$ cat config.mk
export PLATFORM = sky130hd
export DESIGN_NAME = glac_front_flat
export DESIGN_NICKNAME = d
export VERILOG_FILES = /design/src/rtl/glac_pkg.sv /design/src/rtl/glac_ifs.sv /design/src/rtl/glac_front.sv /design/src/flat_wrapper.sv
export SDC_FILE = /design/constraint.sdc
export NUM_CORES = 1
export LEC_CHECK = 0
export BUFFER_PORTS_ARGS = -buffer_cell sky130_fd_sc_hd__buf_2
export CAP_MARGIN = 25
export CORE_ASPECT_RATIO = 0.8
export CORE_MARGIN = 2
export CORE_UTILIZATION = 45
export DETAILED_ROUTE_END_ITERATION = 8
export PLACE_DENSITY = 0.79
export SYNTH_ARGS = -nofsm -noshare
export SYNTH_HDL_FRONTEND = slang
export SYNTH_SLANG_ARGS = --single-unit
$ cat constraint.sdc
create_clock -name vclk -period 7.4
set_input_delay 0 -clock vclk [all_inputs]
set_output_delay 0 -clock vclk [all_outputs]
set_load 0.02 [all_outputs]
$ cat src/rtl/glac_pkg.sv
// Package for the genotype likelihood accumulator: sizes, item and queue types,
// quality tables and the genotype update map. No dependencies.
`default_nettype none
package glac_pkg;

    localparam int NUM_SAMPLES = 64;
    localparam int MAX_QUALITY = 63;
    localparam int NUM_CLASSES = 3;
    localparam int NUM_GENO    = 6;
    localparam int ROWS        = NUM_SAMPLES * NUM_CLASSES;
    localparam int ROW_W       = (ROWS > 1) ? $clog2(ROWS) : 1;
    localparam int QIDX_W      = $clog2(MAX_QUALITY + 1);
    localparam int MATCH_SIZE  = 36;

    localparam logic signed [31:0] HALF_TERM   = -32'sd1233;
    localparam logic signed [31:0] INDEL_MATCH = -32'sd18;
    localparam logic signed [31:0] INDEL_ERROR = -32'sd8192;
    localparam logic [4:0]         SOLID_CAP   = 5'd30;

    // request codes
    localparam logic [1:0] REQ_CLEAR = 2'd0;
    localparam logic [1:0] REQ_BASE  = 2'd1;
    localparam logic [1:0] REQ_INDEL = 2'd2;
    localparam logic [1:0] REQ_READ  = 2'd3;

    localparam logic [1:0] CLASS_COMBINED = 2'd3;

    // register indexes
    localparam logic [2:0] REG_FIRST  = 3'd0;
    localparam logic [2:0] REG_SECOND = 3'd1;
    localparam logic [2:0] REG_THIRD  = 3'd2;
    localparam logic [2:0] REG_SOLID  = 3'd3;
    localparam logic [2:0] REG_OFFSET = 3'd4;

    typedef struct packed {
        logic [2:0] first_allele;
        logic [2:0] second_allele;
        logic [2:0] third_allele;
        logic       solid_mode;
        logic [6:0] quality_offset;
    } cfg_t;

    typedef enum logic [1:0] {
        OP_CLEAR,
        OP_UPDATE,
        OP_READ
    } op_t;

    typedef enum logic [1:0] {
        TERM_M,
        TERM_H,
        TERM_E
    } term_t;

    typedef struct packed {
        op_t                op;
        logic [ROW_W-1:0]   row;
        logic [1:0]         which;
        logic signed [31:0] m;
        logic signed [31:0] h;
        logic signed [31:0] e;
        logic               combined;
        logic               zero;
    } entry_t;

    typedef logic [NUM_GENO-1:0][31:0] row_t;

    typedef logic signed [31:0] err_tab_t [MAX_QUALITY+1];
    typedef logic signed [31:0] match_tab_t [MATCH_SIZE];

    localparam match_tab_t MATCH_TABLE = '{
        0, -2813, -1773, -1237, -903, -676, -515, -396, -307, -239,
        -187, -147, -116, -91, -72, -57, -45, -36, -28, -23,
        -18, -14, -11, -9, -7, -6, -4, -4, -3, -2,
        -2, -1, -1, -1, -1, -1
    };

    // error term -round(q * 4096 / 10), built at elaboration
    function automatic err_tab_t build_err();
        err_tab_t t;
        for (int i = 0; i <= MAX_QUALITY; i++) begin
            t[i] = -32'((i * 4096 + 5) / 10);
        end
        return t;
    endfunction

    localparam err_tab_t ERR_TABLE = build_err();

    // which term genotype j takes when allele w (0 A, 1 B, 2 C) is seen
    function automatic term_t term_sel(input logic [1:0] w, input int j);
        term_t t;
        t = TERM_E;
        unique case (w)
            2'd0:    if (j == 0) t = TERM_M; else if (j == 1 || j == 3) t = TERM_H;
            2'd1:    if (j == 2) t = TERM_M; else if (j == 1 || j == 4) t = TERM_H;
            default: if (j == 5) t = TERM_M; else if (j == 3 || j == 4) t = TERM_H;
        endcase
        return t;
    endfunction

    function automatic logic [31:0] sat32(input logic signed [33:0] v);
        logic [31:0] r;
        if (v > 34'sd2147483647) r = 32'h7fff_ffff;
        else if (v < -34'sd2147483648) r = 32'h8000_0000;
        else r = v[31:0];
        return r;
    endfunction

endpackage
`default_nettype wire

$ cat src/rtl/glac_ifs.sv
// Valid/ready channel interfaces for observation items and likelihood results.
// Depends on glac_pkg.
`default_nettype none
interface glac_obs_if
    import glac_pkg::*;
(
    input wire logic clk
);
    logic        valid;
    logic        ready;
    logic [1:0]  req_type;
    logic [5:0]  sample;
    logic [2:0]  base_allele;
    logic [7:0]  base_quality;
    logic [7:0]  mapping_quality;
    logic [1:0]  strand_class;
    logic        indel_slot;
    logic [15:0] indel_count;

    modport source (input clk, output valid, req_type, sample, base_allele, base_quality,
                    mapping_quality, strand_class, indel_slot, indel_count, input ready);
    modport sink (input clk, input valid, req_type, sample, base_allele, base_quality,
                  mapping_quality, strand_class, indel_slot, indel_count, output ready);
endinterface

`default_nettype wire

$ cat src/rtl/glac_front.sv
// Front end: accepts items, derives effective quality and update terms, pushes work.
// Depends on glac_pkg.
`default_nettype none
module glac_front
    import glac_pkg::*;
(
    glac_obs_if.sink     obs,
    input  wire cfg_t    cfg,
    input  wire logic    q_full,
    output logic         q_push,
    output entry_t       q_data
);
    logic signed [9:0] q_raw, q_min, q_cap, q_clmp;
    logic [7:0]        q_eff;
    logic              sample_ok, upd_ok, hit;
    logic [1:0]        which;
    logic [ROW_W+1:0]  row_full;
    logic [2:0]        slot_reg;
    logic signed [16:0] cnt;

    assign obs.ready = !q_full;

    always_comb
    begin
        q_raw = $signed({2'b00, obs.base_quality}) - $signed({3'b000, cfg.quality_offset});
        q_min = ($signed({2'b00, obs.mapping_quality}) < q_raw)
              ? $signed({2'b00, obs.mapping_quality}) : q_raw;
        q_cap = (cfg.solid_mode && q_min > $signed({5'b00000, SOLID_CAP}))
              ? $signed({5'b00000, SOLID_CAP}) : q_min;
        if (q_cap < 10'sd1) q_clmp = 10'sd1;
        else if (q_cap > 10'(MAX_QUALITY)) q_clmp = 10'(MAX_QUALITY);
        else q_clmp = q_cap;
        q_eff = q_clmp[7:0];
    end

    always_comb
    begin
        sample_ok = {1'b0, obs.sample} < 7'(NUM_SAMPLES);
        upd_ok    = sample_ok && (obs.strand_class != CLASS_COMBINED);
        row_full  = (ROW_W+2)'({obs.sample, 1'b0}) + (ROW_W+2)'(obs.sample)
                  + (ROW_W+2)'(obs.strand_class);
        slot_reg  = obs.indel_slot ? cfg.third_allele : cfg.second_allele;
        cnt       = $signed({1'b0, obs.indel_count});
        hit   = 1'b1;
        which = 2'd0;
        priority if (obs.base_allele == cfg.first_allele) which = 2'd0;
        else if (obs.base_allele == cfg.second_allele) which = 2'd1;
        else if (obs.base_allele == cfg.third_allele) which = 2'd2;
        else hit = 1'b0;

        q_data          = '0;
        q_data.row      = (sample_ok && obs.strand_class != CLASS_COMBINED)
                        ? row_full[ROW_W-1:0] : '0;
        q_data.combined = obs.strand_class == CLASS_COMBINED;
        q_data.zero     = !sample_ok;
        if (sample_ok && obs.strand_class == CLASS_COMBINED)
            q_data.row = row_full[ROW_W-1:0] - ROW_W'(CLASS_COMBINED);
        q_push = 1'b0;
        unique case (obs.req_type)
            REQ_CLEAR:
            begin
                q_data.op = OP_CLEAR;
                q_push    = 1'b1;
            end
            REQ_BASE:
            begin
                q_data.op    = OP_UPDATE;
                q_data.which = which;
                q_data.m     = (q_eff < 8'(MATCH_SIZE))
                             ? MATCH_TABLE[q_eff[5:0]] : 32'sd0;
                q_data.h     = HALF_TERM;
                q_data.e     = ERR_TABLE[q_eff[QIDX_W-1:0]];
                q_push       = upd_ok && hit;
            end
            REQ_INDEL:
            begin
                q_data.op    = OP_UPDATE;
                q_data.which = obs.indel_slot ? 2'd2 : 2'd1;
                q_data.m     = 32'(cnt * INDEL_MATCH);
                q_data.h     = 32'(cnt * HALF_TERM);
                q_data.e     = 32'(cnt * INDEL_ERROR);
                q_push       = upd_ok && slot_reg[2];
            end
            default:
            begin
                q_data.op = OP_READ;
                q_push    = 1'b1;
            end
        endcase
        q_push = q_push && obs.valid && !q_full;
    end
endmodule
`default_nettype wire

$ cat src/flat_wrapper.sv
// flat-port wrapper written by rule: the top's interface ports become plain ports
module glac_front_flat import glac_pkg::*;
  (cfg, q_full, q_push, q_data, clk, obs_valid, obs_req_type, obs_sample, obs_base_allele, obs_base_quality, obs_mapping_quality, obs_strand_class, obs_indel_slot, obs_indel_count, obs_ready);
  glac_obs_if obs_i (.clk(clk));
  input  wire cfg_t cfg;
  input  wire logic q_full;
  output logic q_push;
  output entry_t q_data;
  input wire logic clk;
  input wire logic [$bits(obs_i.valid)-1:0] obs_valid;
  input wire logic [$bits(obs_i.req_type)-1:0] obs_req_type;
  input wire logic [$bits(obs_i.sample)-1:0] obs_sample;
  input wire logic [$bits(obs_i.base_allele)-1:0] obs_base_allele;
  input wire logic [$bits(obs_i.base_quality)-1:0] obs_base_quality;
  input wire logic [$bits(obs_i.mapping_quality)-1:0] obs_mapping_quality;
  input wire logic [$bits(obs_i.strand_class)-1:0] obs_strand_class;
  input wire logic [$bits(obs_i.indel_slot)-1:0] obs_indel_slot;
  input wire logic [$bits(obs_i.indel_count)-1:0] obs_indel_count;
  output wire logic [$bits(obs_i.ready)-1:0] obs_ready;
  assign obs_i.valid = obs_valid;
  assign obs_i.req_type = obs_req_type;
  assign obs_i.sample = obs_sample;
  assign obs_i.base_allele = obs_base_allele;
  assign obs_i.base_quality = obs_base_quality;
  assign obs_i.mapping_quality = obs_mapping_quality;
  assign obs_i.strand_class = obs_strand_class;
  assign obs_i.indel_slot = obs_indel_slot;
  assign obs_i.indel_count = obs_indel_count;
  assign obs_ready = obs_i.ready;
  glac_front u_core (.obs(obs_i), .cfg(cfg), .q_full(q_full), .q_push(q_push), .q_data(q_data));
endmodule
==> results_dict.tcl <==
set metrics [dict create \
    total_power_w 0.003023 \
    total_setup_buffers_inserted_after_cts 0 \
    synth_simple_gate_area_share_pct 14.01 \
    layout-area-overhead-vs-synth_pct 10.75 \
    cts_hold_buffers 0 \
    power.static_leakage_nw 5.524 \
    die_width_um 166.6 \
    grt_start_max_net_pins 47 \
    slew_viol_final 0 \
    fillers 2018 \
    port_buffers 176 \
    nets 1679 \
    final_layout_size_suffix_gt1_share_pct 17.14 \
    min_delay_path_depth 3 \
    synth_warnings 0 \
    critPathMaxFanout 13 \
    arithmetic_cell_share_of_the_synthesized_area_counting_full_adders_half_adders_and_majority_gates_pct 48.55 \
    antenna_found_initial 0 \
    syn-cell-area_mm2 0.009519 \
    synth_largest_type_area_fraction_pct 25.63 \
    design.core.area_mm2 0.02070 \
    worst_path_max_delay_cell "sky130_fd_sc_hd__or4b_1" \
    vias_per_cell 5.718 \
    wire_length_per_cell_after_detailed_routing_um 17.34 \
    wirelength_um 27330 \
    muxShareOfSynthArea_pct 0.9727 \
    ctsResizeCount 0 \
    initial_core_utilization_pct 45.99 \
    fin_ws_ps 408.7 \
    synth_most_common_cell "sky130_fd_sc_hd__ha_1" \
    crit_path_max_incr_delay_ps 530 \
    run_status "complete, no violations" \
    timing.critical_path.mode_cell "sky130_fd_sc_hd__ha_1" \
    cell_taking_the_most_area_after_synthesis "sky130_fd_sc_hd__ha_1" \
    n_clock_buffer 0 \
    crit_required_ps 7400 \
    via_count 9011 \
    synth_compound_area_share_pct 20.06 \
    route.detailed.drc 0 \
    placement_rows 47 \
    worst_hold_path_type "primary input to output pin" \
    synth-xor-area-share_pct 6.165 \
    timing.hold.worst.start "q_full" \
    period_share_pct 94.48 \
    cp-end-kind "output pin" \
    synth_nets 1539 \
    slew_headroom_pct 36.37 \
    dr.pass1.iters 5 \
    fmaxAchievable_mhz 143.0 \
    multi_input_comb_area_mm2 0.008548 \
    period_needed_ps 6991 \
    initial_drt_markers 611 \
    grt_pass1_vias 9014 \
    regArea_um2 0 \
    grt_setup_unrepaired "no" \
    drv.max_cap_violation_count 0 \
    synth_cell_type_count 83 \
    final_util_pct 50.93 \
    design.seq.count 0 \
    pin_count 178 \
    post_synth.cell_area_avg_um2 8.143 \
    hold_path_end "obs_ready" \
    grt_use_total_pct 24.51 \
    finalNonFillerCells 1576 \
    critical_path_arrival_ps 6990 \
    power_per_cell_area_mw_per_mm2 286.7 \
    globalplace.congestion 0.9329 \
    place.detailed.instances 1576 \
    timing.critical_path.from_type "primary input" \
    synth.top_cells.by_count "sky130_fd_sc_hd__ha_1, sky130_fd_sc_hd__inv_1, sky130_fd_sc_hd__fa_1, sky130_fd_sc_hd__a21oi_1, sky130_fd_sc_hd__nand2_1" \
    timing.setup.tns_ps 0 \
    timing.setup.critical_path_class "primary input to output pin" \
    global_route_total_overflow 0 \
    detail-route-antenna-nets 0 \
    grt_first_pass_wirelength_um 45290 \
    vdd_ir_drop_max_mv 0.3979 \
    timing.final.setup_violations 0 \
    tightestPinTransition_ps 944.4 \
    dominant_combinational_cell_family_by_area_after_synthesis "adder cells" \
    die-height_um 134.1 \
    dp_slack_ps 559.6 \
    syn_inst 1169 \
    hold_violations 0 \
    die_area_mm2 0.02234 \
    synth_seq_area_share_pct 0 \
    dp_hpwl_um 22880 \
    synthTopCellsByArea "sky130_fd_sc_hd__ha_1, sky130_fd_sc_hd__fa_1, sky130_fd_sc_hd__inv_1" \
    antenna-diode-count 0 \
]
metrics by stage:
stage	instance area, um2	hold WS, ps
2_1_floorplan	9519	76.64
3_3_place_gp	10540	268.2
3_5_place_dp	10540	271.3
4_1_cts	10540	274.1
5_1_grt	10540	286.5
6_report	10540	274.0
worst max-delay path: cells and delay by family:
kind	cells	cell delay [ps]
AO/OA/AOI/OAI	12	2380
adder cells (fa/ha/maj)	5	1730
multiplexers	1	160
AND/OR/NAND/NOR	8	2090
buffers and inverters	5	640
cell usage in the layout, fill, tap and decap left out, drive strengths merged, types with 3 or more instances in the layout:
master and instances:
a211oi 12, o211ai 8, o21a 11, inv 175, fa 109, o22ai 16
a21oi 84, nor4b 3, nor3b 4, a31oi 9, o21bai 10, a2111oi 3
ha 195, mux2i 7, a32o 3, xnor2 40, o21ai 74, nor4 6
nor3 27, nand2 83, a21o 13, nand4 7, nand3 31, or2 10
and3 10, o311ai 9, a22oi 3, a221oi 3, buf 192, nand2b 10
o31ai 10, or3 10, nor2 53, xor2 27, nor2b 4
how the worst max path moves through the flow:
stage / start / end / slack [ps]
after global routing: obs_base_quality[0] / q_data[4] / 30
after floorplan: obs_base_quality[0] / q_data[2] / 930
after CTS: obs_base_quality[0] / q_data[12] / 530
after global placement: obs_base_quality[0] / q_data[4] / 680
final: obs_base_quality[0] / q_data[4] / 410
after detailed placement: obs_base_quality[0] / q_data[12] / 560
kinds of logic after synthesis:
kind of cell	after synthesis
AOI/OAI and AO/OA	294
xor gates and xnor gates	67
adders and majority gates	304
buffers and inverters	229
muxes	9
other	1
and+or+nand+nor	265
layer usage:
layer / vias to the layer above / wire length (um) / global-route usage, %
li1: 4312 / - / -
met1: 4290 / 12520 / 34.77
met2: 367 / 12410 / 40.59
met3: 42 / 1811 / 2.774
met4: 0 / 592 / 5.077
met5: - / 0 / 0
layout make-up:
class / count / share of cell area (%)
repair buffers: 192 / 9.494
multi-input cells: 940 / 81.08
inverters: 175 / 6.231
well taps: 269 / 3.193
power breakdown:
group	internal, W	switching, W
Sequential	0	0
Combinational	0.00122	0.00181
Clock	0	0
Total	0.00122	0.00181
Note: power is estimated with default switching activity, not from simulation.
