--- config.mk ---
export PLATFORM = sky130hd
export DESIGN_NAME = glac_fifo
export DESIGN_NICKNAME = d
export VERILOG_FILES = /design/src/rtl/glac_pkg.sv /design/src/rtl/glac_fifo.sv
export SDC_FILE = /design/constraint.sdc
export NUM_CORES = 1
export LEC_CHECK = 0
export BUFFER_PORTS_ARGS = -buffer_cell sky130_fd_sc_hd__buf_2
export CORE_ASPECT_RATIO = 0.5
export CORE_MARGIN = 2
export CORE_UTILIZATION = 45
export CTS_CLUSTER_SIZE = 10
export DETAILED_ROUTE_END_ITERATION = 16
export HOLD_SLACK_MARGIN = 0.1
export PLACE_DENSITY_LB_ADDON = 0.1
export SLEW_MARGIN = 20
export SYNTH_ARGS = -nofsm -noshare
export SYNTH_HDL_FRONTEND = slang
export SYNTH_SLANG_ARGS = --single-unit
--- constraint.sdc ---
create_clock -name clk -period 7 [get_ports clk]
set_input_delay 1.4 -clock clk [delete_from_list [all_inputs] [get_ports clk]]
set_output_delay 1.4 -clock clk [all_outputs]
set_load 0.05 [all_outputs]
--- src/rtl/glac_pkg.sv ---
// Package for the genotype likelihood accumulator: sizes, item and queue types,
// quality tables and the genotype update map. No dependencies.
`default_nettype none
package glac_pkg;

    localparam int NUM_SAMPLES = 64;
    localparam int MAX_QUALITY = 63;
    localparam int NUM_CLASSES = 3;
    localparam int NUM_GENO    = 6;
    localparam int ROWS        = NUM_SAMPLES * NUM_CLASSES;
    localparam int ROW_W       = (ROWS > 1) ? $clog2(ROWS) : 1;
    localparam int QIDX_W      = $clog2(MAX_QUALITY + 1);
    localparam int MATCH_SIZE  = 36;

    localparam logic signed [31:0] HALF_TERM   = -32'sd1233;
    localparam logic signed [31:0] INDEL_MATCH = -32'sd18;
    localparam logic signed [31:0] INDEL_ERROR = -32'sd8192;
    localparam logic [4:0]         SOLID_CAP   = 5'd30;

    // request codes
    localparam logic [1:0] REQ_CLEAR = 2'd0;
    localparam logic [1:0] REQ_BASE  = 2'd1;
    localparam logic [1:0] REQ_INDEL = 2'd2;
    localparam logic [1:0] REQ_READ  = 2'd3;

    localparam logic [1:0] CLASS_COMBINED = 2'd3;

    // register indexes
    localparam logic [2:0] REG_FIRST  = 3'd0;
    localparam logic [2:0] REG_SECOND = 3'd1;
    localparam logic [2:0] REG_THIRD  = 3'd2;
    localparam logic [2:0] REG_SOLID  = 3'd3;
    localparam logic [2:0] REG_OFFSET = 3'd4;

    typedef struct packed {
        logic [2:0] first_allele;
        logic [2:0] second_allele;
        logic [2:0] third_allele;
        logic       solid_mode;
        logic [6:0] quality_offset;
    } cfg_t;

    typedef enum logic [1:0] {
        OP_CLEAR,
        OP_UPDATE,
        OP_READ
    } op_t;

    typedef enum logic [1:0] {
        TERM_M,
        TERM_H,
        TERM_E
    } term_t;

    typedef struct packed {
        op_t                op;
        logic [ROW_W-1:0]   row;
        logic [1:0]         which;
        logic signed [31:0] m;
        logic signed [31:0] h;
        logic signed [31:0] e;
        logic               combined;
        logic               zero;
    } entry_t;

    typedef logic [NUM_GENO-1:0][31:0] row_t;

    typedef logic signed [31:0] err_tab_t [MAX_QUALITY+1];
    typedef logic signed [31:0] match_tab_t [MATCH_SIZE];

    localparam match_tab_t MATCH_TABLE = '{
        0, -2813, -1773, -1237, -903, -676, -515, -396, -307, -239,
        -187, -147, -116, -91, -72, -57, -45, -36, -28, -23,
        -18, -14, -11, -9, -7, -6, -4, -4, -3, -2,
        -2, -1, -1, -1, -1, -1
    };

    // error term -round(q * 4096 / 10), built at elaboration
    function automatic err_tab_t build_err();
        err_tab_t t;
        for (int i = 0; i <= MAX_QUALITY; i++) begin
            t[i] = -32'((i * 4096 + 5) / 10);
        end
        return t;
    endfunction

    localparam err_tab_t ERR_TABLE = build_err();

    // which term genotype j takes when allele w (0 A, 1 B, 2 C) is seen
    function automatic term_t term_sel(input logic [1:0] w, input int j);
        term_t t;
        t = TERM_E;
        unique case (w)
            2'd0:    if (j == 0) t = TERM_M; else if (j == 1 || j == 3) t = TERM_H;
            2'd1:    if (j == 2) t = TERM_M; else if (j == 1 || j == 4) t = TERM_H;
            default: if (j == 5) t = TERM_M; else if (j == 3 || j == 4) t = TERM_H;
        endcase
        return t;
    endfunction

    function automatic logic [31:0] sat32(input logic signed [33:0] v);
        logic [31:0] r;
        if (v > 34'sd2147483647) r = 32'h7fff_ffff;
        else if (v < -34'sd2147483648) r = 32'h8000_0000;
        else r = v[31:0];
        return r;
    endfunction

endpackage
`default_nettype wire

--- src/rtl/glac_fifo.sv ---
// Two-entry work queue between front end and back end.
// Depends on glac_pkg.
`default_nettype none
module glac_fifo
    import glac_pkg::*;
(
    input  wire logic   clk,
    input  wire logic   rst_n,
    input  wire logic   push,
    input  wire entry_t push_data,
    input  wire logic   pop,
    output logic        full,
    output logic        empty,
    output entry_t      head
);
    entry_t     slot_reg [2];
    logic       wr_ptr_reg, rd_ptr_reg;
    logic [1:0] cnt_reg;

    assign full  = cnt_reg == 2'd2;
    assign empty = cnt_reg == 2'd0;
    assign head  = slot_reg[rd_ptr_reg];

    always_ff @(posedge clk or negedge rst_n)
    begin
        if (!rst_n)
        begin
            wr_ptr_reg <= 1'b0;
            rd_ptr_reg <= 1'b0;
            cnt_reg    <= 2'd0;
        end
        else
        begin
            if (push) wr_ptr_reg <= !wr_ptr_reg;
            if (pop)  rd_ptr_reg <= !rd_ptr_reg;
            cnt_reg <= cnt_reg + 2'(push) - 2'(pop);
        end
    end

    always_ff @(posedge clk)
    begin
        if (push) slot_reg[wr_ptr_reg] <= push_data;
    end
endmodule
`default_nettype wire

==> results.sh, run 1 <==
export IMPL_grt_max_degree=85
export IMPL_synth_top_area_share=0.809
export IMPL_power_share_sequential=0.384
export IMPL_slowest_stage="dfrtp_4"
export IMPL_period_minus_slack_ns=4.28
export IMPL_cp_max_fo=67
export IMPL_overflow=0
export IMPL_totalWireLength_microns=15300
export IMPL_antenna_found_initial=4
export IMPL_dp_slack_ns=3.19
export IMPL_yosys_area_share_simple=0.00276
export IMPL_leakage_nw=3.86
export IMPL_cp_end_kind="output port"
export IMPL_hold_path_class="reg2reg"
export IMPL_num_vias=4076
export IMPL_ys_ff_latch=224
export IMPL_synth_avg_cell_area_sq_um=22.9
export IMPL_drc=0
export IMPL_cts_root_buf="clkbuf_16"
export IMPL_path_clk_slew_ns=0.06
export IMPL_dieArea_sq_um=19300
export IMPL_switching_share=0.399
export IMPL_synth_compound_area_frac=0
export IMPL_power_density_nw_per_um2=488
export IMPL_muxShareOfSynthArea=0.152
export IMPL_clockPowerShare=0.234
export IMPL_hold_buffers=0
export IMPL_fin_nets=717
export IMPL_clock_sinks=224
export IMPL_p_int_mw=3.00
export IMPL_pwr_share_comb=0.382
export IMPL_post_cts_buffers=0
export IMPL_ir_drop_v=0.000298
export IMPL_grt_pass1_vias=4303
export IMPL_cp_slowest_stage_delay_ns=1.03
export IMPL_detail_route_antenna_nets=0
export IMPL_gp_congestion=0.669
export IMPL_yosysSeqAreaShare=0.821
export IMPL_place_port_buffers=225
export IMPL_synth_top_family_by_area="multiplexers"
export IMPL_mostFrequentLayoutCells="buf_2, edfxtp_1, mux2_2"
export IMPL_largest_register_ffs=220
export IMPL_cp_arrival_ns=2.88
export IMPL_post_dp_hpwl_microns=9550
export IMPL_synthAdderAreaFrac=0.00307
export IMPL_path_delay_family="flip-flops"
export IMPL_finalMaxSlewViolations=0
export IMPL_tightest_slew_ns=0.947
export IMPL_finalSetupViolCount=0
export IMPL_skew_ns=0.00649
export IMPL_start_kind="register"
export IMPL_yosysWarnings=0
export IMPL_synth_area_leaders="edfxtp_1, mux2_2, buf_6"
export IMPL_cts_max_level=1
export IMPL_clockBufferDepth=3
export IMPL_syn_inst=357
export IMPL_die_w_microns=194
export IMPL_timing_slew_headroom=0.369
export IMPL_rsz0062_at_grt="false"
export IMPL_p_sw_mw=1.99
export IMPL_cts_tree="yes"
export IMPL_ios=226
export IMPL_syn_cell_area_sq_um=8160
export IMPL_critical_path_buf_inv_count=2
export IMPL_maxCapViolCount=0
export IMPL_dr_pass1_iters=4
export IMPL_initial_utilization=0.465
export IMPL_crit_chain="buf_4 -> mux2_2 -> buf_2"
export IMPL_synth_top_cell_by_area="edfxtp_1"
export IMPL_drtIter0Drc=161
export IMPL_fmax_ghz=0.234
export IMPL_area_delta_synth_final_pct=25.3
export IMPL_postCtsResizedCells=0
export IMPL_synth_xor_area_frac=0.00506
export IMPL_routedWlPerCell_microns=18.1
export IMPL_status="finished, final reports clean"
export IMPL_final_hold_viol_count=0
export IMPL_critical_path_class="reg2out"
export IMPL_rows=34
export IMPL_required_ns=5.60
export IMPL_die_y_microns=99.2
export IMPL_final_layout_size_suffix_gt1_frac=0.604
export IMPL_yosysUniqueCellTypes=12
export IMPL_insertion_delay_ns=0.50
export IMPL_fin_tns_setup_ns=0
export IMPL_core_sq_um=17600
export IMPL_grt_pass1_wl_microns=23100
export IMPL_timing_final_crit_share=0.611
export IMPL_layout_commonest_cell="buf_2"
export IMPL_grt_usage=0.156
export IMPL_numCtsBuffers=26
export IMPL_post_drt_via_cell_ratio=4.82
export IMPL_setup_slack_ns=2.72
export IMPL_synth_fp_nets=473
## path summary, 6_finish.rpt
| check | start | end | slack, ns | depth (start not counted) |
|---|---|---|---|---|
| max | rd_ptr_reg | head[106] | 2.72 | 3 |
| min reg2reg | wr_ptr_reg | wr_ptr_reg | 0.56 | 1 |
| max reg2reg | wr_ptr_reg | slot_reg[1][62] | 4.73 | 2 |
| min | wr_ptr_reg | wr_ptr_reg | 0.56 | 1 |
| max in group asynchronous | rst_n | rd_ptr_reg | 6.16 | 1 |
| min in group asynchronous | rst_n | cnt_reg[0] | 0.69 | 1 |
## logic make-up after synthesis
family,Yosys count
XOR/XNOR,3
adder cells (fa/ha/maj),2
buffers and inverters,14
multiplexers,110
AND/OR/NAND/NOR,4
flip-flops,224
## power by group through the flow
stage                     combinational [mW]  sequential (mW)  clock [mW]
after CTS                               1.94             1.92        1.20
after detailed placement                1.93             1.95           0
after floorplan                         1.63             1.88           0
final                                   1.91             1.91        1.17
after global placement                  1.93             1.94           0
after global routing                    2.00             1.95        1.26
## synthesized netlist by cell type (all sizes together)
cell type	n
xor3	1
xor2	2
buf	12
nor2b	2
nor2	1
inv	2
dfrtp	4
and2	1
ha	2
mux2	110
edfxtp	220
## stage by stage
step | cells | hold slack [ns] | utilization | cell area (sq um) | power [mW]
after global placement | 807 | 0.528 | 0.541 | 9510 | 3.87
final | 846 | 0.558 | 0.582 | 10200 | 4.99
after global routing | 845 | 0.603 | 0.582 | 10200 | 5.20
after CTS | 845 | 0.570 | 0.582 | 10200 | 5.06
after floorplan | 357 | 0.455 | - | 8160 | 3.51
after detailed placement | 807 | 0.561 | 0.541 | 9510 | 3.88
## cell type report
class / instances / area (sq um)
Antenna cell: 1 / 2.50
Tap cell: 234 / 293
Inverter: 2 / 7.51
Clock buffer: 37 / 713
Timing Repair Buffer: 228 / 1160
Sequential cell: 224 / 6710
Fill cell: 1359 / 7340
Clock inverter: 1 / 8.76
Multi-Input combinational cell: 119 / 1340
## metal layers
| metal | vias up | track usage | share of wire |
|---|---|---|---|
| met5 | - | 0 | 0.0025 |
| met2 | 125 | 0.251 | 0.47 |
| met4 | 6 | 0.0438 | 0.021 |
| met1 | 2000 | 0.203 | 0.43 |
| li1 | 1913 | - | - |
| met3 | 32 | 0.0536 | 0.073 |
(Power assumes the default switching activity.)
==> run 2, diff against run 1 <==
==> constraint.sdc (replaced) <==
create_clock -name clk -period 3.8 [get_ports clk]
set_input_delay 0.76 -clock clk [delete_from_list [all_inputs] [get_ports clk]]
set_output_delay 0.76 -clock clk [all_outputs]
set_load 0.05 [all_outputs]
==> run 2 against run 1 <==
  * Sequential share of layout area is 0.22 points lower
  * Sequential power is 83% higher
  * Clock power is 84% higher
  * Hold slack worse by 0.12 ns
  * Core utilization is 0.20 points higher
  * Combinational power is 86% higher
  * Global-route usage is 0.25 points lower
  * Routed wire length is 0.44% lower
  * Die area stayed put
  * Clock-buffer cell count stayed put
  * Clock skew is 0.0026 ns higher
  * Critical path type unchanged
  * Largest cell class unchanged
  * Largest power group is now combinational cells
==> results.sh, run 2 (synthesis results as in run 1) <==
export IMPL_status="finished, final reports clean"
export IMPL_fin_tns_setup_ns=0
export IMPL_critical_path_class="reg2out"
export IMPL_post_drt_via_cell_ratio=4.77
export IMPL_ios=226
export IMPL_cp_startpoint="rd_ptr_reg"
export IMPL_clock_sinks=224
export IMPL_leakage_nw=3.88
export IMPL_antenna_found_initial=1
export IMPL_clockBufferDepth=3
export IMPL_rows=34
export IMPL_postCtsResizedCells=0
export IMPL_fin_nets=720
export IMPL_power_density_nw_per_um2=896
export IMPL_rsz0062_at_grt="false"
export IMPL_ir_drop_v=0.000493
export IMPL_routedWlPerCell_microns=17.9
export IMPL_final_hold_viol_count=0
export IMPL_skew_ns=0.00911
export IMPL_fmax_ghz=0.310
export IMPL_hp_start="push_data[42]"
export IMPL_use_met2=0.252
export IMPL_cts_max_level=1
export IMPL_cp_max_fo=59
export IMPL_finalNonFillerCells=848
export IMPL_gp_congestion=0.722
export IMPL_n_antenna_cell=0
export IMPL_drc=0
export IMPL_num_vias=4042
export IMPL_layout_commonest_cell="buf_2"
export IMPL_hold_path_class="in2reg"
export IMPL_core_sq_um=17600
export IMPL_grt_use_met3=0.0482
export IMPL_start_kind="register"
export IMPL_grt_pass1_vias=4217
export IMPL_post_cts_buffers=0
export IMPL_period_minus_slack_ns=3.23
export IMPL_place_port_buffers=225
export IMPL_cts_root_buf="clkbuf_16"
export IMPL_path_clk_slew_ns=0.06
export IMPL_timing_slew_headroom=0.397
export IMPL_timing_final_crit_share=0.850
export IMPL_grt_max_degree=66
export IMPL_globalRouteMet1Util=0.201
export IMPL_required_ns=3.04
export IMPL_finalSetupViolCount=0
export IMPL_die_w_microns=194
export IMPL_insertion_delay_ns=0.50
export IMPL_dieArea_sq_um=19300
export IMPL_dr_pass1_iters=4
export IMPL_dpl_cell_count=809
export IMPL_numCtsBuffers=26
export IMPL_cp_end_kind="output port"
export IMPL_final_layout_size_suffix_gt1_frac=0.604
export IMPL_r2r_start="wr_ptr_reg"
export IMPL_overflow=0
export IMPL_tightest_slew_ns=0.905
export IMPL_detail_route_antenna_nets=0
export IMPL_area_delta_synth_final_pct=25.8
export IMPL_grt_pass1_wl_microns=22800
export IMPL_fill_cells=1393
export IMPL_cp_arrival_ns=2.47
export IMPL_largest_register_ffs=220
export IMPL_finalMaxSlewViolations=0
export IMPL_totalWireLength_microns=15200
export IMPL_initial_utilization=0.465
export IMPL_die_y_microns=99.2
export IMPL_post_dp_hpwl_microns=9500
export IMPL_maxCapViolCount=0
export IMPL_hold_buffers=1
export IMPL_drtIter0Drc=242
export IMPL_grt_usage=0.153
export IMPL_cts_tree="yes"
export IMPL_grt_busiest_layer="met2"
export IMPL_mostFrequentLayoutCells="buf_2, edfxtp_1, mux2_2"
run 2: final cells by class:
| cell class | count | area, sq um | area share |
|---|---|---|---|
| Sequential cell | 224 | 6710 | 0.653 |
| Clock inverter | 1 | 8.76 | 0.000853 |
| Inverter | 2 | 7.51 | 0.000731 |
| Tap cell | 234 | 293 | 0.0285 |
| Multi-Input combinational cell | 119 | 1340 | 0.130 |
| Timing Repair Buffer | 231 | 1200 | 0.117 |
| Clock buffer | 37 | 713 | 0.0695 |
run 2: worst paths after layout:
path	to	slack, ns	cells past startpoint
worst max-delay path	head[86]	0.57	3
worst min-delay path	slot_reg[1][42]	0.44	1
worst max register to register	slot_reg[1][36]	1.98	2
worst min register to register	wr_ptr_reg	0.55	1
max in group asynchronous	rd_ptr_reg	3.05	2
min in group asynchronous	rd_ptr_reg	0.61	2
run 2: metrics by stage:
step	power (mW)	utilization	hold WS [ns]	setup slack (ns)	cell area [sq um]
4_1_cts	9.33	0.584	0.420	0.525	10300
2_1_floorplan	6.43	-	0.464	0.0387	8170
6_report	9.20	0.584	0.441	0.572	10300
5_1_grt	9.58	0.584	0.413	0.433	10300
3_5_place_dp	7.15	0.543	0.533	1.07	9540
3_3_place_gp	7.14	0.543	0.529	1.05	9540
run 2: worst max-delay path, stage by stage (launching register included):
cell and delay (ns):
dfrtp_4 0.92, buf_12 0.39, mux2_2 0.39, buf_2 0.21
run 2: routing by layer:
metal | routed length (microns) | share of wire
met1 | 6610 | 0.43
met2 | 7240 | 0.48
met3 | 1040 | 0.068
met4 | 321 | 0.021
met5 | 0 | 0
run 2: power by group:
part	switching, mW	total, mW	internal [mW]
sequential	0.216	3.50	3.28
clock	0.868	2.15	1.28
combinational	2.57	3.55	0.981
==> run 3, diff against run 2 <==
==> constraint.sdc (replaced) <==
create_clock -name clk -period 3.2 [get_ports clk]
set_input_delay 0.64 -clock clk [delete_from_list [all_inputs] [get_ports clk]]
set_output_delay 0.64 -clock clk [all_outputs]
set_load 0.05 [all_outputs]
==> run 3 against run 2 <==
  * Routed wire length increased by 5.5%
  * Global-route usage up 0.86 points
  * Clock-buffer cell count rose by 10
  * Critical endpoint is now head[74]
==> results.sh, run 3 (synthesis results as in run 1) <==
export IMPL_final_layout_size_suffix_gt1_frac=0.598
export IMPL_worstRegToRegCells=2
export IMPL_rr_endpoint="slot_reg[1][41]"
export IMPL_fin_tns_setup_ns=0
export IMPL_multiInputGateArea_sq_um=1340
export IMPL_rsz0062_at_grt="false"
export IMPL_reg2reg_slack_ns=1.53
export IMPL_path_delay_family="flip-flops"
export IMPL_final_hold_viol_count=0
export IMPL_largest_register_ffs=220
export IMPL_grt_pass1_wl_microns=23900
export IMPL_cts_max_level=1
export IMPL_min_to="slot_reg[0][25]"
export IMPL_finalSetupViolCount=0
export IMPL_post_dp_hpwl_microns=10600
export IMPL_start_kind="register"
export IMPL_ios=226
export IMPL_leakage_nw=3.92
export IMPL_num_vias=4141
export IMPL_tightest_slew_ns=0.569
export IMPL_critical_path_class="reg2out"
export IMPL_period_minus_slack_ns=2.87
export IMPL_numCtsBuffers=26
export IMPL_die_y_microns=99.2
export IMPL_timing_slew_headroom=0.621
export IMPL_layout_commonest_cell="buf_2"
export IMPL_grt_pass1_vias=4379
export IMPL_critical_path_buf_inv_count=2
export IMPL_path_clk_slew_ns=0.06
export IMPL_clockPowerShare=0.237
export IMPL_area_delta_synth_final_pct=26.9
export IMPL_dieArea_sq_um=19300
export IMPL_maxCapViolCount=0
export IMPL_p_sw_mw=4.38
export IMPL_drtIter0Drc=235
export IMPL_required_ns=2.56
export IMPL_finalNonFillerCells=864
export IMPL_fin_nets=725
export IMPL_clockBufferDepth=3
export IMPL_cts_tree="yes"
export IMPL_regArea_sq_um=6710
export IMPL_cp_arrival_ns=2.23
export IMPL_post_drt_via_cell_ratio=4.79
export IMPL_grt_max_degree=78
export IMPL_dr_pass1_iters=4
export IMPL_fmax_ghz=0.348
export IMPL_gp_congestion=0.762
export IMPL_initial_utilization=0.465
export IMPL_cp_end_kind="output port"
export IMPL_insertion_delay_ns=0.50
export IMPL_finalCoreUtilization=0.590
export IMPL_grt_usage=0.162
export IMPL_skew_ns=0.0103
export IMPL_post_cts_buffers=0
export IMPL_slowest_stage="dfrtp_4"
export IMPL_hold_path_class="in2reg"
export IMPL_timing_final_crit_share=0.897
export IMPL_place_port_buffers=225
export IMPL_hold_depth=1
export IMPL_hp_start="push_data[25]"
export IMPL_switching_share=0.396
export IMPL_crit_chain="buf_4 -> mux2_2 -> buf_2"
export IMPL_ir_drop_v=0.000765
export IMPL_die_w_microns=194
export IMPL_routedWlPerCell_microns=18.6
export IMPL_detail_route_antenna_nets=0
export IMPL_mostFrequentLayoutCells="buf_2, edfxtp_1, mux2_2"
export IMPL_power_density_nw_per_um2=1070
export IMPL_totalWireLength_microns=16000
export IMPL_antenna_found_initial=3
export IMPL_power_share_sequential=0.374
export IMPL_clock_sinks=224
export IMPL_r2r_start="wr_ptr_reg"
export IMPL_overflow=0
export IMPL_fill_cells=1376
export IMPL_dpl_cell_count=814
export IMPL_core_sq_um=17600
export IMPL_finalMaxSlewViolations=0
export IMPL_postCtsResizedCells=0
export IMPL_rows=34
export IMPL_cp_slowest_stage_delay_ns=0.78
export IMPL_hold_buffers=1
export IMPL_drc=0
export IMPL_cts_root_buf="clkbuf_16"
export IMPL_status="finished, final reports clean"
export IMPL_p_int_mw=6.67
export IMPL_cp_max_fo=38
export IMPL_pwr_share_comb=0.389
run 3: changes by cell type in the layout (fill, tap and decap cells not counted):
cell	delta
clkbuf_1	+10
buf_4	+4
diode_2	+1
buf_12	+1
run 3: power by group through the flow:
stage	logic, mW	registers [mW]	clock network [mW]
after floorplan	3.56	4.06	0
after global placement	4.33	4.18	0
after detailed placement	4.34	4.20	0
after CTS	4.36	4.14	2.69
after global routing	4.50	4.19	2.82
final	4.30	4.13	2.62
run 3: through the flow:
step	instance area (sq um)	total power [mW]	setup WS, ns	hold slack [ns]
floorplan	8170	7.62	0.472	0.344
global placement	9590	8.52	0.820	0.450
detailed placement	9590	8.54	0.818	0.454
CTS	10400	11.2	0.276	0.301
global route	10400	11.5	0.203	0.304
finish	10400	11.1	0.330	0.318
run 3: routing by layer:
| layer | share of wire | track usage | routed length (microns) |
|---|---|---|---|
| met5 | 0.00069 | 0 | 11 |
| met4 | 0.020 | 0.0391 | 320 |
| met3 | 0.065 | 0.0465 | 1040 |
| met2 | 0.48 | 0.268 | 7670 |
| met1 | 0.44 | 0.214 | 7000 |
run 3: layout make-up:
cell class | count | area share
Sequential cell | 224 | 0.648
Multi-Input combinational cell | 119 | 0.129
Timing Repair Buffer | 236 | 0.121
Clock buffer | 47 | 0.0725
Tap cell | 234 | 0.0283
Clock inverter | 1 | 0.000846
Inverter | 2 | 0.000725
Antenna cell | 1 | 0.000242
run 3: how the worst max path moves through the flow:
stage               cells after the start        endpoint  startpoint  slack [ns]
floorplan                               1  slot_reg[0][0]        push        0.47
CTS                                     3        head[74]  rd_ptr_reg        0.28
global route                            3        head[74]  rd_ptr_reg        0.20
finish                                  3        head[74]  rd_ptr_reg        0.33
global placement                        3        head[80]  rd_ptr_reg        0.82
detailed placement                      3        head[74]  rd_ptr_reg        0.82
